### config.mk
export PLATFORM = sky130hd
export DESIGN_NAME = keypad_decimal_calculator_unit
export DESIGN_NICKNAME = d
export VERILOG_FILES = /design/src/hdl/kdc_pkg.sv /design/src/hdl/kdc_ctrl.sv /design/src/hdl/kdc_dp.sv /design/src/hdl/keypad_decimal_calculator_unit.sv
export SDC_FILE = /design/constraint.sdc
export NUM_CORES = 1
export LEC_CHECK = 0
export BUFFER_PORTS_ARGS = -buffer_cell sky130_fd_sc_hd__buf_2
export CAP_MARGIN = 20
export CELL_PAD_IN_SITES_DETAIL_PLACEMENT = 0
export CELL_PAD_IN_SITES_GLOBAL_PLACEMENT = 1
export CORE_MARGIN = 1
export CORE_UTILIZATION = 44
export CTS_CLUSTER_SIZE = 20
export DETAILED_ROUTE_END_ITERATION = 8
export HOLD_SLACK_MARGIN = 0.12
export PLACE_DENSITY = 0.77
export SKIP_CTS_REPAIR_TIMING = 1
export SYNTH_ARGS = -nofsm -noshare
export SYNTH_HDL_FRONTEND = slang
export SYNTH_SLANG_ARGS = --single-unit
### constraint.sdc
create_clock -name clk_i -period 3.8 [get_ports clk_i]
set_input_delay 0.95 -clock clk_i [delete_from_list [all_inputs] [get_ports clk_i]]
set_output_delay 0.95 -clock clk_i [all_outputs]
set_load 0.1 [all_outputs]
### src/hdl/kdc_pkg.sv
// Shared types and constants for the keypad decimal calculator.
package kdc_pkg;

  localparam int unsigned MaxDigits = 4;
  localparam int unsigned DataW     = 16;
  localparam int unsigned CountW    = 3;
  localparam int unsigned StepCount = DataW;
  localparam int unsigned StepW     = $clog2(StepCount);

  typedef enum logic [2:0] {
    KEY_DIGIT = 3'd0,
    KEY_ADD   = 3'd1,
    KEY_SUB   = 3'd2,
    KEY_MUL   = 3'd3,
    KEY_DIV   = 3'd4,
    KEY_EQ    = 3'd5,
    KEY_CLEAR = 3'd6
  } key_e;

  typedef enum logic [1:0] {
    OP_ADD = 2'd0,
    OP_SUB = 2'd1,
    OP_MUL = 2'd2,
    OP_DIV = 2'd3
  } op_e;

  typedef enum logic [1:0] {
    PH_OFF    = 2'd0,
    PH_FIRST  = 2'd1,
    PH_SECOND = 2'd2,
    PH_DONE   = 2'd3
  } phase_e;

  typedef enum logic [1:0] {
    CS_IDLE = 2'd0,
    CS_CALC = 2'd1,
    CS_WAIT = 2'd2
  } ctrl_state_e;

  typedef struct packed {
    logic [2:0] command;
    logic [3:0] digit_value;
  } key_t;

  typedef struct packed {
    logic [DataW-1:0] result_value;
    logic             divide_error;
  } result_t;

  typedef struct packed {
    logic clear;
    logic app_first;
    logic app_second;
    logic set_op;
    op_e  op;
    logic start;
    logic step;
    logic load;
  } dp_cmd_t;

  typedef struct packed {
    logic last_step;
  } dp_stat_t;

endpackage

### src/hdl/kdc_ctrl.sv
// Controller: calculator phase and the sequencer for the iterative multiply and divide.
module kdc_ctrl (
  input  logic           clk_i,
  input  logic           rst_ni,
  input  logic           in_valid_i,
  output logic           in_ready_o,
  input  kdc_pkg::key_t  key_i,
  output logic           out_valid_o,
  input  logic           out_ready_i,
  output kdc_pkg::dp_cmd_t cmd_o,
  input  kdc_pkg::dp_stat_t stat_i
);
  import kdc_pkg::*;

  ctrl_state_e state_q, state_d;
  phase_e      phase_q, phase_d;
  logic        out_valid_q, out_valid_d;
  logic        accept;

  assign in_ready_o  = (state_q == CS_IDLE);
  assign out_valid_o = out_valid_q;
  assign accept      = in_valid_i && in_ready_o;

  always_ff @(posedge clk_i or negedge rst_ni) begin
    if (!rst_ni) begin
      state_q     <= CS_IDLE;
      phase_q     <= PH_OFF;
      out_valid_q <= 1'b0;
    end else begin
      state_q     <= state_d;
      phase_q     <= phase_d;
      out_valid_q <= out_valid_d;
    end
  end

  always_comb begin
    state_d = state_q;
    phase_d = phase_q;
    cmd_o   = '0;
    cmd_o.op = op_e'(2'(key_i.command - 3'd1));
    unique case (state_q)
      CS_IDLE: begin
        if (accept) begin
          if (key_e'(key_i.command) == KEY_CLEAR) begin
            cmd_o.clear = 1'b1;
            phase_d     = PH_FIRST;
          end else begin
            unique case (phase_q)
              PH_FIRST: begin
                case (key_e'(key_i.command)) inside
                  KEY_DIGIT: cmd_o.app_first = 1'b1;
                  KEY_ADD, KEY_SUB, KEY_MUL, KEY_DIV: begin
                    cmd_o.set_op = 1'b1;
                    phase_d      = PH_SECOND;
                  end
                  default: ;
                endcase
              end
              PH_SECOND: begin
                case (key_e'(key_i.command)) inside
                  KEY_DIGIT: cmd_o.app_second = 1'b1;
                  KEY_EQ: begin
                    cmd_o.start = 1'b1;
                    phase_d     = PH_DONE;
                    state_d     = CS_CALC;
                  end
                  default: ;
                endcase
              end
              default: ;
            endcase
          end
        end
      end
      CS_CALC: begin
        cmd_o.step = 1'b1;
        if (stat_i.last_step) begin
          state_d = CS_WAIT;
        end
      end
      CS_WAIT: begin
        if (!out_valid_q || out_ready_i) begin
          cmd_o.load = 1'b1;
          state_d    = CS_IDLE;
        end
      end
      default: state_d = CS_IDLE;
    endcase
    out_valid_d = cmd_o.load ? 1'b1 : (out_valid_q && !out_ready_i);
  end

endmodule

### src/hdl/kdc_dp.sv
// Datapath: operand entry, shift-add multiplier, restoring divider and result register.
module kdc_dp (
  input  logic              clk_i,
  input  logic              rst_ni,
  input  kdc_pkg::dp_cmd_t  cmd_i,
  input  kdc_pkg::key_t     key_i,
  output kdc_pkg::dp_stat_t stat_o,
  output kdc_pkg::result_t  result_o
);
  import kdc_pkg::*;

  logic [DataW-1:0]  first_q, first_d, second_q, second_d;
  logic [CountW-1:0] first_cnt_q, first_cnt_d, second_cnt_q, second_cnt_d;
  op_e               op_q, op_d;
  logic [DataW-1:0]  wa_q, wa_d, wb_q, wb_d;
  logic [DataW:0]    acc_q, acc_d;
  logic [StepW-1:0]  step_q, step_d;
  result_t           res_q, res_d;

  logic              digit_ok;
  logic [DataW-1:0]  first_app, second_app;
  logic [DataW:0]    rem_sh;
  logic [DataW+1:0]  diff;

  assign digit_ok   = (key_i.digit_value <= 4'd9);
  assign first_app  = {first_q[DataW-4:0], 3'b000} + {first_q[DataW-2:0], 1'b0}
                      + DataW'(key_i.digit_value);
  assign second_app = {second_q[DataW-4:0], 3'b000} + {second_q[DataW-2:0], 1'b0}
                      + DataW'(key_i.digit_value);
  assign rem_sh     = {acc_q[DataW-1:0], wa_q[DataW-1]};
  assign diff       = {1'b0, rem_sh} - {2'b00, second_q};

  assign stat_o.last_step = (step_q == StepW'(StepCount - 1));
  assign result_o         = res_q;

  always_ff @(posedge clk_i or negedge rst_ni) begin
    if (!rst_ni) begin
      first_q      <= '0;
      second_q     <= '0;
      first_cnt_q  <= '0;
      second_cnt_q <= '0;
      op_q         <= OP_ADD;
      step_q       <= '0;
    end else begin
      first_q      <= first_d;
      second_q     <= second_d;
      first_cnt_q  <= first_cnt_d;
      second_cnt_q <= second_cnt_d;
      op_q         <= op_d;
      step_q       <= step_d;
    end
  end

  always_ff @(posedge clk_i) begin
    wa_q  <= wa_d;
    wb_q  <= wb_d;
    acc_q <= acc_d;
    res_q <= res_d;
  end

  always_comb begin
    first_d      = first_q;
    second_d     = second_q;
    first_cnt_d  = first_cnt_q;
    second_cnt_d = second_cnt_q;
    op_d         = op_q;
    wa_d         = wa_q;
    wb_d         = wb_q;
    acc_d        = acc_q;
    step_d       = step_q;
    res_d        = res_q;

    if (cmd_i.clear) begin
      first_d      = '0;
      second_d     = '0;
      first_cnt_d  = '0;
      second_cnt_d = '0;
      op_d         = OP_ADD;
    end
    if (cmd_i.app_first && digit_ok && (first_cnt_q < CountW'(MaxDigits))) begin
      first_d     = first_app;
      first_cnt_d = first_cnt_q + 1'b1;
    end
    if (cmd_i.app_second && digit_ok && (second_cnt_q < CountW'(MaxDigits))) begin
      second_d     = second_app;
      second_cnt_d = second_cnt_q + 1'b1;
    end
    if (cmd_i.set_op) begin
      op_d = cmd_i.op;
    end

    if (cmd_i.start) begin
      wa_d   = first_q;
      wb_d   = second_q;
      acc_d  = '0;
      step_d = '0;
    end
    if (cmd_i.step) begin
      step_d = step_q + 1'b1;
      if (op_q == OP_DIV) begin
        if (!diff[DataW+1]) begin
          acc_d = diff[DataW:0];
          wa_d  = {wa_q[DataW-2:0], 1'b1};
        end else begin
          acc_d = rem_sh;
          wa_d  = {wa_q[DataW-2:0], 1'b0};
        end
      end else begin
        if (wb_q[0]) begin
          acc_d = {1'b0, acc_q[DataW-1:0] + wa_q};
        end
        wa_d = {wa_q[DataW-2:0], 1'b0};
        wb_d = {1'b0, wb_q[DataW-1:1]};
      end
    end

    if (cmd_i.load) begin
      res_d.divide_error = 1'b0;
      unique case (op_q)
        OP_ADD: res_d.result_value = first_q + second_q;
        OP_SUB: res_d.result_value = first_q - second_q;
        OP_MUL: res_d.result_value = acc_q[DataW-1:0];
        OP_DIV: begin
          if (second_q == '0) begin
            res_d.result_value = '0;
            res_d.divide_error = 1'b1;
          end else begin
            res_d.result_value = wa_q;
          end
        end
        default: res_d.result_value = '0;
      endcase
    end
  end

endmodule

### src/hdl/keypad_decimal_calculator_unit.sv
// Top level of the keypad decimal calculator: controller plus datapath.
//
//   Channel  Direction  Beat payload                           Handshake
//   in       input      key_t {command, digit_value}           in_valid_i / in_ready_o
//   out      output     result_t {result_value, divide_error}  out_valid_o / out_ready_i
//
// A digit, operator or clear key is accepted while the unit is idle.
// An equals key starts the operation, which steps through the shared shift-add and
// restoring-divide unit before the result register is loaded.
// Keys are accepted while a finished result waits; beyond the calculation the unit
// holds only when a new result is ready and the previous one has not been taken.
// Reset is asynchronous and leaves the calculator off until the on/clear key.
module keypad_decimal_calculator_unit (
  input  logic             clk_i,
  input  logic             rst_ni,
  input  logic             in_valid_i,
  output logic             in_ready_o,
  input  kdc_pkg::key_t    in_data_i,
  output logic             out_valid_o,
  input  logic             out_ready_i,
  output kdc_pkg::result_t out_data_o
);
  import kdc_pkg::*;

  dp_cmd_t  cmd;
  dp_stat_t stat;

  kdc_ctrl u_ctrl (
    .clk_i       (clk_i),
    .rst_ni      (rst_ni),
    .in_valid_i  (in_valid_i),
    .in_ready_o  (in_ready_o),
    .key_i       (in_data_i),
    .out_valid_o (out_valid_o),
    .out_ready_i (out_ready_i),
    .cmd_o       (cmd),
    .stat_i      (stat)
  );

  kdc_dp u_dp (
    .clk_i    (clk_i),
    .rst_ni   (rst_ni),
    .cmd_i    (cmd),
    .key_i    (in_data_i),
    .stat_o   (stat),
    .result_o (out_data_o)
  );

endmodule
==> results of run 1 <==
## synthesized netlist by cell type (15+ instances only)
library cell and n:
xor2_1 24, mux2i_1 20, nor2_1 64, nor3_1 17, nand2_1 127, a22oi_1 18, dfxtp_1 32, o21ai_0 93
dfrtp_1 49, a21o_1 29, nand3_1 49, clkbuf_1 33, ha_1 108, o21a_1 15, edfxtp_1 33, xnor2_1 51
a21oi_1 59, nor2b_1 15, inv_1 33
## kinds of logic (layout without fill, tap and decap cells)
kind of cell,Yosys count,in the layout
AND/OR/NAND/NOR,324,324
adder cells (fa/ha/maj),115,115
multiplexers,20,20
XOR/XNOR,75,75
buffers and inverters,71,116
AO/OA/AOI/OAI,311,311
flip-flops,114,114
## worst min-delay path: stages, from the launching register on
cell and delay [ps]:
dfxtp_1 320, nand2_1 50, o21ai_0 60
## final cells by class
class	count	share of cell area, %
tap	265	3.26
clock inverter	14	1.74
inverter	33	1.22
timing repair buffer	51	3.18
clock buffer	18	4.43
multi-input combinational	845	58.0
sequential	114	28.1
## per-stage QoR
step / power [uW] / setup TNS, ps
after floorplan: 6210 / 0
after global placement: 7670 / 0
after detailed placement: 7680 / 0
after CTS: 9420 / 0
after global routing: 10200 / -13.0
final: 9480 / 0
## cell usage in the layout (no fill, tap or decap), drive strengths merged, types with 9 or more instances in the layout
| cell | instances |
|---|---|
| a21oi | 59 |
| a21o | 29 |
| clkbuf | 18 |
| a221o | 10 |
| mux2i | 20 |
| a211oi | 10 |
| nor2 | 65 |
| nor3 | 19 |
| nand2b | 13 |
| edfxtp | 33 |
| nand3 | 49 |
| inv | 36 |
| xor2 | 24 |
| o21a | 15 |
| dfxtp | 32 |
| a31oi | 14 |
| nand2 | 128 |
| ha | 108 |
| o21ai | 94 |
| a22oi | 18 |
| xnor2 | 51 |
| nor2b | 15 |
| o31ai | 9 |
| dfrtp | 49 |
| buf | 51 |
## power by group
part	internal (uW)	switching, uW
Clock	1080	645
Sequential	1710	339
Combinational	2400	3310
## path summary, 6_finish.rpt
path	startpoint	end	slack, ps	cells after the start
worst max-delay path	u_dp.second_q[4]$_DFFE_PN0P_	u_dp.result_o[16]$_DFFE_PP_	110	12
min in group asynchronous	rst_ni	u_dp.second_cnt_q[1]$_DFFE_PN0P_	630	1
worst min register to register	u_dp.wb_q[7]$_DFF_P_	u_dp.wb_q[6]$_DFF_P_	460	2
worst max register to register	u_dp.second_q[4]$_DFFE_PN0P_	u_dp.result_o[16]$_DFFE_PP_	110	12
max in group asynchronous	rst_ni	u_dp.first_q[5]$_DFFE_PN0P_	2440	2
worst min-delay path	u_dp.wb_q[7]$_DFF_P_	u_dp.wb_q[6]$_DFF_P_	460	2
## layer usage
layer / wire [um] / vias up
met2: 10500 / 163
met3: 1020 / 36
met1: 11600 / 3627
met4: 665 / 0
li1: - / 3884
met5: 0 / -
## sequential cells by signal (all words and copies together), names as in the netlist
name,cells
u_dp.result_o,17
u_dp.acc_q,16
u_dp.first_q,16
u_dp.second_q,16
u_dp.wa_q,16
u_dp.wb_q,16
u_dp.step_q,4
u_dp.first_cnt_q,3
u_dp.second_cnt_q,3
u_ctrl.phase_q,2
u_ctrl.state_q,2
u_dp.op_q,2
u_ctrl.out_valid_o,1
==> summary.txt, run 1 <==
Timing
  • Final hold viol count: 0
  • Final Max Tran Viols: 0
  • Final setup vio count: 0
  • Slew @ Worst Pin: 1110 ps
  • Achievable frequency: 271 MHz
  • Final Critical Period: 3690 ps
  • Clk_skew: ~8.2 ps
  • Setup ws final: around 110 ps
  • Slew HR: 25.3%
  • Unrepaired setup endpoints after global routing: true
  • Final hold slack: around 460 ps
  • Fin crit share: 97.0%

Die
  • Die Span X: 145 um
  • Ports: 30
  • Die ar.: 21000 sq um
  • Die Y-Extent: 145 um
  • Core Box Area: 19800 sq um
  • Initial Util: between 40% and 50%
  • Row Count: 51

Yosys
  • Synth Register Bits: 114
  • Warnings from Yosys: 0
  • Post-synth net total: 1156
  • Synth Flop Type: dfrtp_1
  • Post-synth top area share: 15.0%
  • Compound-Gate Fraction of Synth Area: 22.4%
  • Largest family of logic cells by synthesized area: compound AO/OA/AOI/OAI gates
  • Mean post-synth cell area: 8.74 sq um
  • Adder-cell area share of the yosys netlist: 16.6%
  • Cell area after synthesis: 9010 sq um
  • Post-synth top area cell: ha_1
  • Sequential fraction of the synthesis area: roughly a third
  • Netlist cell types: 64
  • Mapped Cells: between 1000 and 1500
  • Top cells by area, synth: ha_1, dfrtp_1, edfxtp_1
  • Post-synthesis mux area share: 2.22%
  • Simple-gate share of the synthesized area: 16.8%
  • Post-synthesis xor/xnor area fraction: 7.29%
  • Post-synth EDFFs: 33
  • Ys async rst share: 43.0%

Worst setup path
  • Cell family with most CP delay: compound AO/OA/AOI/OAI gates
  • CP Buf/Inv Count: 0
  • Critical Path RT: 3980 ps
  • CP Launch Type: register
  • CP max stage delay: 580 ps
  • Crit-path cells: or4_4 > nor4_4 > nor2_1 > xnor2_1 > ha_1 > and3_1 > a221o_1 > a21o_1 > a21oi_1 > o21ai_1 > a221o_1 > a211o_1
  • CP Max Fanout: 4
  • Crit. End Element: register
  • WS Path Type: reg2reg
  • Arr. time, crit path: a little under 4000 ps
  • Critical path's most frequent cell: a221o_1
  • CP max-delay cell: or4_4

Cells and area
  • Storage element area: 2860 sq um
  • Share of layout cells above drive strength 1: 8.74%
  • P&R area growth vs syn: 12.8%
  • Final #Nets: 1188
  • Finished Cell Area: 10200 sq um
  • Diode count: 0
  • Final core utilization: 51.3%
  • Fillers: 1902
  • Final Non-Filler Cells: 1340
  • Multi-input logic area: 5890 sq um

Place
  • DP Area: around 9500 sq um
  • GPL Wtd Cong: between 0.9 and 1
  • Port bufs: 29
  • Placement Setup Slack: ~45 ps
  • Placed cells: 1308
  • Hpwl dp: 18100 um

Route
  • Drt first-iter violations: 471
  • Vias: 7710
  • First drt pass iteration count: 5
  • Routed WL: about 24000 um
  • Via density per instance: ~5.8
  • Drt drc: 0
  • WL/cell: about 18 um
  • Post-DRT Antenna Nets: 0

Global routing
  • Busiest grt layer: met2
  • Via count of the first global-routing pass: 7196
  • First-pass GRT wire length: 38400 um
  • GRT overflow: 0
  • Initial antenna violation count: 0
  • Routing usage on met3: 3.55%
  • Largest net degree at the start of global routing: 37
  • Grt met2 use: 35.6%
  • Met1 track demand over resource: approximately 33%
  • Tot GR Track Use: 23.2%

CTS
  • Clock Latency Late Sink: between 400 and 500 ps
  • Number of H-tree levels: 4
  • Total CTS buffers: 17
  • Clock slew at reported path FFs: 60 ps
  • Clock Tree Buf Depth: 2
  • Clk sinks: 114
  • CTS root buffer: clkbuf_16
  • CTS tree: built

Power
  • P per Cell Area: 934 nW/um^2
  • Peak VDD IR: 0.489 mV
  • Static Leak: 0.00463 uW

Run status
  • Status: complete, no violations

Job
  • Max Cap Viol: 0

Min path
  • Worst Hold Class: reg2reg
Note: power is estimated with default switching activity, not from simulation.
==> run 2: changes to the inputs <==
Settings changed: CELL_PAD_IN_SITES_DETAIL_PLACEMENT 0 to default, CELL_PAD_IN_SITES_GLOBAL_PLACEMENT 1 to default, CORE_UTILIZATION 44 to 55, PLACE_DENSITY 0.77 to 0.75.
==> run 2 against run 1 <==
Clock power fell by 12%. Critical path depth unchanged. Worst hold slack worse by 6.2 ps. Fmax up 0.96%. Register-to-register slack improved by 40 ps. Flip-flop and latch count did not move. Sequential power about the same. Routed wire length decreased by 1.7%.
==> summary.txt, run 2 (synthesis gave the netlist of run 1 again) <==
Worst setup path
  • Arr. time, crit path: 3830 ps (was 3870 ps)
  • Critical Path RT: 3980 ps (about the same)
  • Reg2reg end: u_dp.result_o[14]$_DFFE_PP_ (was u_dp.result_o[16]$_DFFE_PP_)
  • CP Launch Type: register (unchanged)
  • CP Max Fanout: 4 (unchanged)
  • Reg2Reg Setup Slack: 150 ps (was 110 ps)
  • FF-to-FF path depth: 12 (unchanged)
  • Crit. End Element: register (unchanged)
  • Reg-to-reg critical path startpoint: u_dp.second_q[4]$_DFFE_PN0P_ (unchanged)
  • WS Path Type: reg2reg (unchanged)

CTS
  • Clock Tree Buf Depth: 2 (unchanged)
  • Number of H-tree levels: 4 (unchanged)
  • CTS root buffer: clkbuf_16 (unchanged)
  • Clock Latency Late Sink: 420 ps (was 430 ps)
  • Total CTS buffers: 17 (unchanged)
  • Clock slew at reported path FFs: 60 ps (about the same)
  • Clk sinks: 114 (unchanged)
  • CTS tree: built (unchanged)

Global routing
  • Initial antenna violation count: 0 (unchanged)
  • Via count of the first global-routing pass: 7329 (was 7196)
  • GRT overflow: 0 (unchanged)
  • First-pass GRT wire length: 37500 um (was 38400 um)
  • Largest net degree at the start of global routing: 33 (was 37)
  • Tot GR Track Use: 29.2% (was 23.2%)

Job
  • Max Cap Viol: 0 (unchanged)

Min path
  • Hold endpoint: u_dp.wb_q[10]$_DFF_P_ (was u_dp.wb_q[6]$_DFF_P_)
  • Hold depth: 2 (unchanged)
  • Hold_sp: u_dp.wb_q[11]$_DFF_P_ (was u_dp.wb_q[7]$_DFF_P_)
  • Worst Hold Class: reg2reg (unchanged)

Route
  • Drt first-iter violations: 532 (was 471)
  • Drt drc: 0 (unchanged)
  • Vias: 7807 (was 7710)
  • First drt pass iteration count: 5 (unchanged)
  • Post-DRT Antenna Nets: 0 (unchanged)
  • WL/cell: 18.0 um (was 17.7 um)
  • Routed WL: 23300 um (was 23700 um)
  • Via density per instance: 6.04 (was 5.75)

Die
  • Initial Util: 56.5% (was 45.5%)
  • Die Span X: 130 um (was 145 um)
  • Ports: 30 (unchanged)
  • Die ar.: 16900 sq um (was 21000 sq um)
  • Row Count: 46 (was 51)
  • Die Y-Extent: 130 um (was 145 um)
  • Core Box Area: 15900 sq um (was 19800 sq um)

Cells and area
  • Most common cell after layout, fill and taps aside: nand2_1 (unchanged)
  • P&R area growth vs syn: 11.5% (was 12.8%)
  • Diode count: 0 (unchanged)
  • Finished Cell Area: 10000 sq um (was 10200 sq um)
  • Multi-input logic area: 5900 sq um (was 5890 sq um)
  • Most frequent cells in the layout: nand2_1, ha_1, o21ai_0, nor2_1, a21oi_1 (unchanged)
  • Final #Nets: 1189 (was 1188)
  • Fillers: 1391 (was 1902)
  • Max reg flops: 17 (unchanged)
  • Storage element area: 2860 sq um (unchanged)
  • Share of layout cells above drive strength 1: 8.64% (was 8.74%)

Place
  • Port bufs: 29 (unchanged)
  • DP Area: 9460 sq um (was 9510 sq um)
  • Hpwl dp: 17600 um (was 18100 um)
  • GPL Wtd Cong: 0.942 (was 0.919)

Timing
  • Total negative setup slack: 0 ps (unchanged)
  • Final hold slack: 453 ps (was 459 ps)
  • Final Max Tran Viols: 0 (unchanged)
  • Slew @ Worst Pin: 1080 ps (was 1110 ps)
  • Final hold viol count: 0 (unchanged)
  • Final Critical Period: 3650 ps (was 3690 ps)
  • Fin crit share: 96.1% (was 97.0%)
  • Slew HR: 28.0% (was 25.3%)
  • Final setup vio count: 0 (unchanged)
  • Clk_skew: 6.85 ps (was 8.25 ps)
  • Unrepaired setup endpoints after global routing: false (was true)
  • Achievable frequency: 274 MHz (was 271 MHz)

Power
  • Peak VDD IR: 0.391 mV (was 0.489 mV)
  • Static Leak: 0.00460 uW (was 0.00463 uW)
  • P per Cell Area: 930 nW/um^2 (was 934 nW/um^2)

Run status
  • Status: complete, no violations (unchanged)
==> run 2: changes by cell type in the layout (fill, tap and decap cells not counted), sizes merged <==
cell,delta
clkbuf,-1
buf,+1
bufinv,-2
clkinv,+3
==> run 2: area by class of cell <==
cell class              count  share of cell area (%)
repair buffers             52                    3.29
multi-input cells         845                    58.7
clock inverters            15                    1.35
flip-flops and latches    114                    28.5
clock buffers              17                    4.24
well taps                 216                    2.69
inverters                  33                    1.23
==> run 2: worst max-delay path, stage by stage (launching register included) <==
cell,delay [ps]
dfrtp_1,370
or4_4,580
nor4_4,180
nor2_1,80
xnor2_1,260
ha_1,320
and3_1,180
a221o_1,360
a2111oi_4,380
o21ai_0,190
mux2i_1,180
a21oi_1,80
a221o_1,260
==> run 2: stage by stage <==
| stage | setup WS (ps) | util (%) | cells | power [uW] |
|---|---|---|---|---|
| after floorplan | 266 | - | 1030 | 6210 |
| after global placement | 61.7 | 59.3 | 1260 | 7560 |
| after detailed placement | 12.5 | 59.3 | 1260 | 7600 |
| after CTS | -18.2 | 62.8 | 1292 | 9160 |
| after global routing | 14.0 | 63.0 | 1292 | 9980 |
| final | 149 | 63.0 | 1292 | 9340 |
==> run 2: how the worst max path moves through the flow <==
stage | cells after the start | slack (ps) | end | from
final | 12 | 150 | u_dp.result_o[14]$_DFFE_PP_ | u_dp.second_q[4]$_DFFE_PN0P_
after global routing | 12 | 10 | u_dp.result_o[16]$_DFFE_PP_ | u_dp.second_q[4]$_DFFE_PN0P_
after CTS | 12 | -20 | u_dp.result_o[14]$_DFFE_PP_ | u_dp.second_q[4]$_DFFE_PN0P_
after detailed placement | 10 | 10 | u_dp.first_q[14]$_DFFE_PN0P_ | in_data_i[3]
after global placement | 10 | 60 | u_dp.second_q[14]$_DFFE_PN0P_ | in_data_i[3]
after floorplan | 12 | 270 | u_dp.result_o[14]$_DFFE_PP_ | u_dp.second_q[4]$_DFFE_PN0P_
==> run 2: report_power, final <==
part	internal, uW	total, uW	switching, uW
registers	1710	2050	337
clock network	901	1520	622
logic	2410	5770	3360
==> run 2: metal layers <==
layer / vias up / part of all wire [%] / global-route usage (%)
met4: 0 / 2.6 / 12.3
met5: - / 0 / 0
li1: 3864 / - / -
met1: 3666 / 46 / 39.5
met3: 33 / 5.2 / 4.59
met2: 244 / 46 / 46.5
